--- src/rwtc_pkg.sv ---
package rwtc_pkg;

	// field widths
	localparam int LenW    = 16;
	localparam int FracW   = 16;
	localparam int TexW    = 11;
	localparam int RowW    = 11;
	localparam int ColW    = 11;
	localparam int ShW     = 12;
	localparam int TexOutW = 10;

	// divider: the quotient stays below the texture height, so TexW bits
	localparam int QuotW = TexW;
	localparam int NumW  = LenW + TexW;

	// top bits of the texel column product
	localparam int TxW = TexW + 1;

	// parameter defaults and reset value
	localparam int MAX_TEXTURE_SIZE_DEF = 1024;
	localparam int MAX_SCREEN_ROWS_DEF  = 2048;
	localparam logic [ShW-1:0] SCREEN_HEIGHT_RST = ShW'(1024);

	// payload carried through the divider stages
	typedef struct packed {
		logic               vis;
		logic [NumW-1:0]    rem;
		logic [QuotW-1:0]   quot;
		logic [LenW-1:0]    len;
		logic [TexOutW-1:0] tx;
		logic [ColW-1:0]    col;
		logic [RowW-1:0]    row;
	} div_t;

endpackage

--- src/rwtc_front.sv ---
module rwtc_front
	import rwtc_pkg::*;
#(
	parameter int MAX_TEXTURE_SIZE = MAX_TEXTURE_SIZE_DEF,
	parameter int MAX_SCREEN_ROWS  = MAX_SCREEN_ROWS_DEF
) (
	input  logic              clk,
	input  logic              arst_n,
	input  logic [ShW-1:0]    screen_height,
	input  logic              in_valid,
	output logic              in_ready,
	input  logic [LenW-1:0]   wall_height,
	input  logic [FracW-1:0]  hit_fraction,
	input  logic              ray_positive,
	input  logic              side_is_y,
	input  logic [TexW-1:0]   texture_width,
	input  logic [TexW-1:0]   texture_height,
	input  logic [RowW-1:0]   screen_row,
	input  logic [ColW-1:0]   screen_column,
	output logic              out_valid,
	input  logic              out_ready,
	output div_t              out_data
);

	localparam logic [12:0] MaxTex  = 13'(MAX_TEXTURE_SIZE);
	localparam logic [12:0] MaxRows = 13'(MAX_SCREEN_ROWS);

	logic en1, en2;
	logic v_s1, v_s2;

	// stage 1 setup
	logic [TexW-1:0]    tw_l, th_l;
	logic [ShW-1:0]     h_l;
	logic signed [17:0] d, top, r, h_s, end_s;
	logic [FracW:0]     f;
	logic               vis;
	logic [LenW-1:0]    off;

	always_comb begin
		tw_l  = ({2'b0, texture_width} > MaxTex) ? MaxTex[TexW-1:0] : texture_width;
		th_l  = ({2'b0, texture_height} > MaxTex) ? MaxTex[TexW-1:0] : texture_height;
		h_l   = ({1'b0, screen_height} > MaxRows) ? MaxRows[ShW-1:0] : screen_height;
		h_s   = $signed({6'b0, h_l});
		d     = h_s - $signed({2'b0, wall_height});
		// halve, rounding toward zero
		top   = (d + $signed({17'b0, d[17]})) >>> 1;
		end_s = top + $signed({2'b0, wall_height});
		r     = $signed({7'b0, screen_row});
		vis   = (wall_height != '0) && (r >= top) && (r < end_s) && (r < h_s);
		off   = 16'(r - top);
		f     = (ray_positive == side_is_y) ? (17'h10000 - {1'b0, hit_fraction})
		                                    : {1'b0, hit_fraction};
	end

	logic               vis_s1;
	logic [LenW-1:0]    off_s1, len_s1;
	logic [TexW-1:0]    tw_s1, th_s1;
	logic [FracW:0]     f_s1;
	logic [ColW-1:0]    col_s1;
	logic [RowW-1:0]    row_s1;

	assign en2      = !v_s2 || out_ready;
	assign en1      = !v_s1 || en2;
	assign in_ready = en1;

	always_ff @(posedge clk or negedge arst_n) begin
		if (!arst_n) begin
			v_s1 <= 1'b0;
		end else if (en1) begin
			v_s1 <= in_valid;
		end
	end

	always_ff @(posedge clk) begin
		if (en1 && in_valid) begin
			vis_s1 <= vis;
			off_s1 <= off;
			len_s1 <= wall_height;
			tw_s1  <= tw_l;
			th_s1  <= th_l;
			f_s1   <= f;
			col_s1 <= screen_column;
			row_s1 <= screen_row;
		end
	end

	// stage 2 multiplies
	logic [NumW-1:0]    num;
	logic [NumW:0]      pm;

	always_comb begin
		num = vis_s1 ? ({11'b0, off_s1} * {16'b0, th_s1}) : '0;
		pm  = {11'b0, f_s1} * {17'b0, tw_s1};
	end

	logic               vis_s2;
	logic [NumW-1:0]    num_s2;
	logic [TxW-1:0]     pm_s2;
	logic [LenW-1:0]    len_s2;
	logic [TexW-1:0]    tw_s2;
	logic [ColW-1:0]    col_s2;
	logic [RowW-1:0]    row_s2;

	always_ff @(posedge clk or negedge arst_n) begin
		if (!arst_n) begin
			v_s2 <= 1'b0;
		end else if (en2) begin
			v_s2 <= v_s1;
		end
	end

	always_ff @(posedge clk) begin
		if (en2 && v_s1) begin
			vis_s2 <= vis_s1;
			num_s2 <= num;
			pm_s2  <= pm[NumW:16];
			len_s2 <= len_s1;
			tw_s2  <= tw_s1;
			col_s2 <= col_s1;
			row_s2 <= row_s1;
		end
	end

	// clamp texel column to width-1
	logic [TexW-1:0] tx_c;

	always_comb begin
		if ((tw_s2 != '0) && (pm_s2 >= {1'b0, tw_s2})) begin
			tx_c = tw_s2 - TexW'(1);
		end else begin
			tx_c = pm_s2[TexW-1:0];
		end
		out_data.vis  = vis_s2;
		out_data.rem  = num_s2;
		out_data.quot = '0;
		out_data.len  = len_s2;
		out_data.tx   = tx_c[TexOutW-1:0];
		out_data.col  = col_s2;
		out_data.row  = row_s2;
	end

	assign out_valid = v_s2;

endmodule

--- src/rwtc_div_stage.sv ---
module rwtc_div_stage
	import rwtc_pkg::*;
#(
	parameter int BIT = 0
) (
	input  logic clk,
	input  logic arst_n,
	input  logic in_valid,
	output logic in_ready,
	input  div_t in_data,
	output logic out_valid,
	input  logic out_ready,
	output div_t out_data
);

	logic            en;
	logic            v_s1;
	logic [NumW-1:0] dvs;
	div_t            nxt, d_s1;

	// one restoring step: try len shifted to this quotient bit
	always_comb begin
		dvs = NumW'(in_data.len) << BIT;
		nxt = in_data;
		if (in_data.rem >= dvs) begin
			nxt.rem       = in_data.rem - dvs;
			nxt.quot[BIT] = 1'b1;
		end
	end

	assign en       = !v_s1 || out_ready;
	assign in_ready = en;

	always_ff @(posedge clk or negedge arst_n) begin
		if (!arst_n) begin
			v_s1 <= 1'b0;
		end else if (en) begin
			v_s1 <= in_valid;
		end
	end

	always_ff @(posedge clk) begin
		if (en && in_valid) begin
			d_s1 <= nxt;
		end
	end

	assign out_valid = v_s1;
	assign out_data  = d_s1;

endmodule

--- src/raycast_wall_texel_coordinate_top.sv ---
// channel  direction  handshake              payload
// cfg      in         cfg_valid / cfg_ready  cfg_data (screen_height)
// in       in         in_valid / in_ready    wall_height .. screen_column
// out      out        out_valid / out_ready  visible, texel_column, texel_row, column_out, row_out
//
// one request per cycle sustained while out_ready stays high
// the pipeline is the setup and multiply stages plus one divider stage per quotient bit
// arst_n clears all stage valid bits and sets screen_height to 1024
// a stall on out_ready backs up stage by stage; bubbles are squeezed out
// in_ready follows out_ready combinationally once every stage holds a request
module raycast_wall_texel_coordinate_top
	import rwtc_pkg::*;
#(
	parameter int MAX_TEXTURE_SIZE = MAX_TEXTURE_SIZE_DEF,
	parameter int MAX_SCREEN_ROWS  = MAX_SCREEN_ROWS_DEF
) (
	input  logic               clk,
	input  logic               arst_n,
	input  logic               cfg_valid,
	output logic               cfg_ready,
	input  logic [ShW-1:0]     cfg_data,
	input  logic               in_valid,
	output logic               in_ready,
	input  logic [LenW-1:0]    wall_height,
	input  logic [FracW-1:0]   hit_fraction,
	input  logic               ray_positive,
	input  logic               side_is_y,
	input  logic [TexW-1:0]    texture_width,
	input  logic [TexW-1:0]    texture_height,
	input  logic [RowW-1:0]    screen_row,
	input  logic [ColW-1:0]    screen_column,
	output logic               out_valid,
	input  logic               out_ready,
	output logic               visible,
	output logic [TexOutW-1:0] texel_column,
	output logic [TexOutW-1:0] texel_row,
	output logic [ColW-1:0]    column_out,
	output logic [RowW-1:0]    row_out
);

	// screen height register, always writable
	logic [ShW-1:0] screen_height_q;

	assign cfg_ready = 1'b1;

	always_ff @(posedge clk or negedge arst_n) begin
		if (!arst_n) begin
			screen_height_q <= SCREEN_HEIGHT_RST;
		end else if (cfg_valid && cfg_ready) begin
			screen_height_q <= cfg_data;
		end
	end

	// stage chain: index 0 is the front end output, QuotW the last divider stage
	logic chain_valid [QuotW+1];
	logic chain_ready [QuotW+1];
	div_t chain_data  [QuotW+1];

	// setup, slice bounds, both multiplies
	rwtc_front #(
		.MAX_TEXTURE_SIZE (MAX_TEXTURE_SIZE),
		.MAX_SCREEN_ROWS  (MAX_SCREEN_ROWS)
	) u_front (
		.clk            (clk),
		.arst_n         (arst_n),
		.screen_height  (screen_height_q),
		.in_valid       (in_valid),
		.in_ready       (in_ready),
		.wall_height    (wall_height),
		.hit_fraction   (hit_fraction),
		.ray_positive   (ray_positive),
		.side_is_y      (side_is_y),
		.texture_width  (texture_width),
		.texture_height (texture_height),
		.screen_row     (screen_row),
		.screen_column  (screen_column),
		.out_valid      (chain_valid[0]),
		.out_ready      (chain_ready[0]),
		.out_data       (chain_data[0])
	);

	// texel row divide, most significant quotient bit first
	for (genvar k = 0; k < QuotW; k++) begin : g_div
		rwtc_div_stage #(
			.BIT (QuotW - 1 - k)
		) u_stage (
			.clk       (clk),
			.arst_n    (arst_n),
			.in_valid  (chain_valid[k]),
			.in_ready  (chain_ready[k]),
			.in_data   (chain_data[k]),
			.out_valid (chain_valid[k+1]),
			.out_ready (chain_ready[k+1]),
			.out_data  (chain_data[k+1])
		);
	end

	// last divider stage is the output register
	div_t res;

	assign res                = chain_data[QuotW];
	assign chain_ready[QuotW] = out_ready;
	assign out_valid          = chain_valid[QuotW];
	assign visible            = res.vis;
	assign texel_column       = res.tx;
	// quotient is below texture height on a visible row, so no clamp is needed
	assign texel_row          = res.vis ? res.quot[TexOutW-1:0] : '0;
	assign column_out         = res.col;
	assign row_out            = res.row;

	// divide finished with a remainder below the divisor
	a_rem_below_len: assert property (@(posedge clk) disable iff (!arst_n)
		out_valid && res.vis |-> res.rem < {11'b0, res.len})
		else $error("divider remainder not below slice height");

	// hidden rows carry a zero numerator through the divider; a zero divisor sets every bit
	a_hidden_zero_quot: assert property (@(posedge clk) disable iff (!arst_n)
		out_valid && !res.vis && (res.len != '0) |-> res.quot == '0)
		else $error("hidden row produced a nonzero quotient");

	// back pressure only when the output holds a stalled request
	a_ready_only_on_stall: assert property (@(posedge clk) disable iff (!arst_n)
		!in_ready |-> out_valid && !out_ready)
		else $error("input stalled without an output stall");

	// a visible row needs a nonzero slice height
	a_vis_len: assert property (@(posedge clk) disable iff (!arst_n)
		out_valid && res.vis |-> res.len != '0)
		else $error("visible row with zero slice height");

endmodule

--- config.mk ---
export PLATFORM = sky130hd
export DESIGN_NAME = raycast_wall_texel_coordinate_top
export DESIGN_NICKNAME = d
export VERILOG_FILES = /design/src/rwtc_pkg.sv /design/src/rwtc_front.sv /design/src/rwtc_div_stage.sv /design/src/raycast_wall_texel_coordinate_top.sv
export SDC_FILE = /design/constraint.sdc
export NUM_CORES = 2
export LEC_CHECK = 0
export BUFFER_PORTS_ARGS = -buffer_cell sky130_fd_sc_hd__buf_2
export CAP_MARGIN = 30
export CORE_ASPECT_RATIO = 1.2
export CORE_MARGIN = 4
export CORE_UTILIZATION = 50
export DETAILED_ROUTE_END_ITERATION = 16
export GPL_TIMING_DRIVEN = 0
export HOLD_SLACK_MARGIN = 0.06
export PLACE_DENSITY = 0.66
export SLEW_MARGIN = 10
export SYNTH_ARGS = -nofsm -noshare
export SYNTH_HDL_FRONTEND = slang
export SYNTH_HIERARCHICAL = 1
export SYNTH_SLANG_ARGS = --single-unit
--- constraint.sdc ---
create_clock -name clk -period 7.5 [get_ports clk]
set_clock_uncertainty 0.05 [all_clocks]
set_input_delay 1.5 -clock clk [delete_from_list [all_inputs] [get_ports clk]]
set_output_delay 1.5 -clock clk [all_outputs]
set_load 0.01 [all_outputs]
==> metrics <==
status=finished clean; clk_lat worst skew=0.75 ns; initial antenna violation count=2; setup TNS=0 ns; CTS buffer count=109; min Tclk post-route=7.114 ns; Final Hold Viols=0; Crit-path slowest cell=a2111oi_2; Initial Util=0.5051; routability cong.=between 0.9 and 1; IO Pins=141; Peak VDD IR=about 660 uV; PortBufs=137; DRC=0; area of the multi-input gates=25,660 um^2; FF/Latch Area=approximately 33,000 um^2; number of global-route vias before repair=~38,000; DR iter-0 viols=1,936; Area Growth Syn to Fin=11.23%; RSZ-0062 raised after global routing=no; Slew Limit Fails=0; maxcap violations=0; Worst Setup Start Kind=input pin; CTS Sinks=1,111; LEAKAGE=27.42 nW; die width=about 330 um; fillcell total=10,070; Avg WL per Cell=about 19 um; Critical Path AT=7.53 ns; data required time at the worst endpoint=7.92 ns; CTS tree=yes; hold path depth=0; CORE AREA=~120,000 um^2; via count=36,990; largest net degree at the start of global routing=66; first-pass GRT wire length=204.6 mm; Post-DRT Antenna Nets=0; worst hold margin=0.3501 ns; DIE HEIGHT=~390 um; Fmax=about 140 MHz; Syn Std Cell Area=61,590 um^2; Reg2Reg Setup Slack=0.48 ns; mean area per synthesized cell=12.56 um^2; Crit path largest cell delay=0.46 ns; CTS H-tree depth=3; CTS Buffer Depth=3; clk slew on worst S/H paths=0.06 ns; Congestion Overflow GR=0; depth of the worst register-to-register path=21; Worst-Margin Slew=1.080 ns; Crit Path Class=input pin to flop; Avg Vias per Cell=~5.4; share of layout cells above drive strength 1=0.1064; Crit. End Element=flop; total power=between 30 and 40 mW; Row Count=140; CP max FO=7; most used cell along the critical path=ha_1; HPWL after DPL=between 100 and 150 mm; root buffer cell=clkbuf_16; Ys Warns=6; Final #Nets=approximately 6,000; Die Area=128,900 um^2; slew margin rel.=0.2743; P per Cell Area=509.0 nW/um^2; DRT Pass-1 Iters=6; drt total wl=130.0 mm; Syn Inst Count=4,904; hold crit path type=flop to flop; Tot GR Track Use=0.2040; final setup fails=0; Final Cycle Share=0.9485
==> final timing paths <==
check,startpoint,endpoint
max in group asynchronous,arst_n,screen_height_q[2]
max,wall_height[0],u_front/vis_s1
max reg2reg,u_front/tw_s1[3],u_front/pm_s2[11]
min,g_div[5].u_stage/out_data[7],g_div[6].u_stage/out_data[7]
min in group asynchronous,arst_n,screen_height_q[11]
min reg2reg,g_div[5].u_stage/out_data[7],g_div[6].u_stage/out_data[7]
==> stage by stage <==
step	std cells	utilization	area, um^2	setup slack [ns]
after detailed placement	6697	0.5310	64740	-0.9350
after global routing	6905	0.5619	68500	0.001370
after floorplan	4913	-	61620	0.6762
final	6905	0.5619	68500	0.3862
after CTS	6901	0.5615	68460	0.04089
after global placement	6683	0.5278	64350	-0.8917
==> layout make-up <==
class	count	share of cell area
clock buffers	129	0.04194
plain buffers	148	0.01131
flip-flops and latches	1111	0.4852
inverters	534	0.02926
diodes	1	0.00003653
repair buffers	154	0.01564
multi-input cells	3120	0.3746
clock inverters	75	0.01220
well taps	1633	0.02983
==> power by group <==
group / switching (mW) / internal (mW) / total, mW / leakage, nW
Combinational: 10.8 / 8.40 / 19.2 / 14.8
Clock: 2.37 / 3.15 / 5.52 / 1.80
Sequential: 0.760 / 9.38 / 10.1 / 10.8
Total: 13.9 / 20.9 / 34.9 / 27.4
==> placed cells by master, fill, tap and decap left out, drive strengths merged, types with 74 or more instances in the layout <==
cell and n:
and2 178, o21ai 197, edfxtp 1086, buf 211, xnor2 160, ha 377, a21o 79, fa 271
inv 541, nor2 216, xor2 106, nand2b 74, clkbuf 220, nand2 441, a21oi 246
==> flip-flops by register name (all words and copies together), names as in the netlist, 12 cells and up <==
signal and count:
g_div.u_stage/out_data 903, screen_height_q 12, u_front/f_s1 17, u_front/len_s1 16, u_front/len_s2 16, u_front/num_s2 27
u_front/off_s1 16, u_front/pm_s2 12
==> worst max-delay path, delay by kind of cell <==
kind | cells | cell delay, ns
fa+ha+maj | 5 | 1.38
compound gates | 13 | 2.85
simple gates | 8 | 1.15
buf+inv | 3 | 0.36
xor+xnor | 1 | 0.26
==> timing repair <==
item,in CTS,in global routing
hold buffers,0,0
buffers inserted,0,3
pin swaps,0,2
endpoints found under the setup margin,1,1
resized for setup,2,6
==> routing by layer <==
layer | track usage | share of wire | vias up
met5 | 0 | 0.000092 | -
met1 | 0.2220 | 0.37 | 17830
met3 | 0.02707 | 0.040 | 354
met4 | 0.1215 | 0.065 | 2
met2 | 0.3779 | 0.52 | 904
li1 | - | - | 17900
No activity file was read; power rests on OpenSTA's default activity.
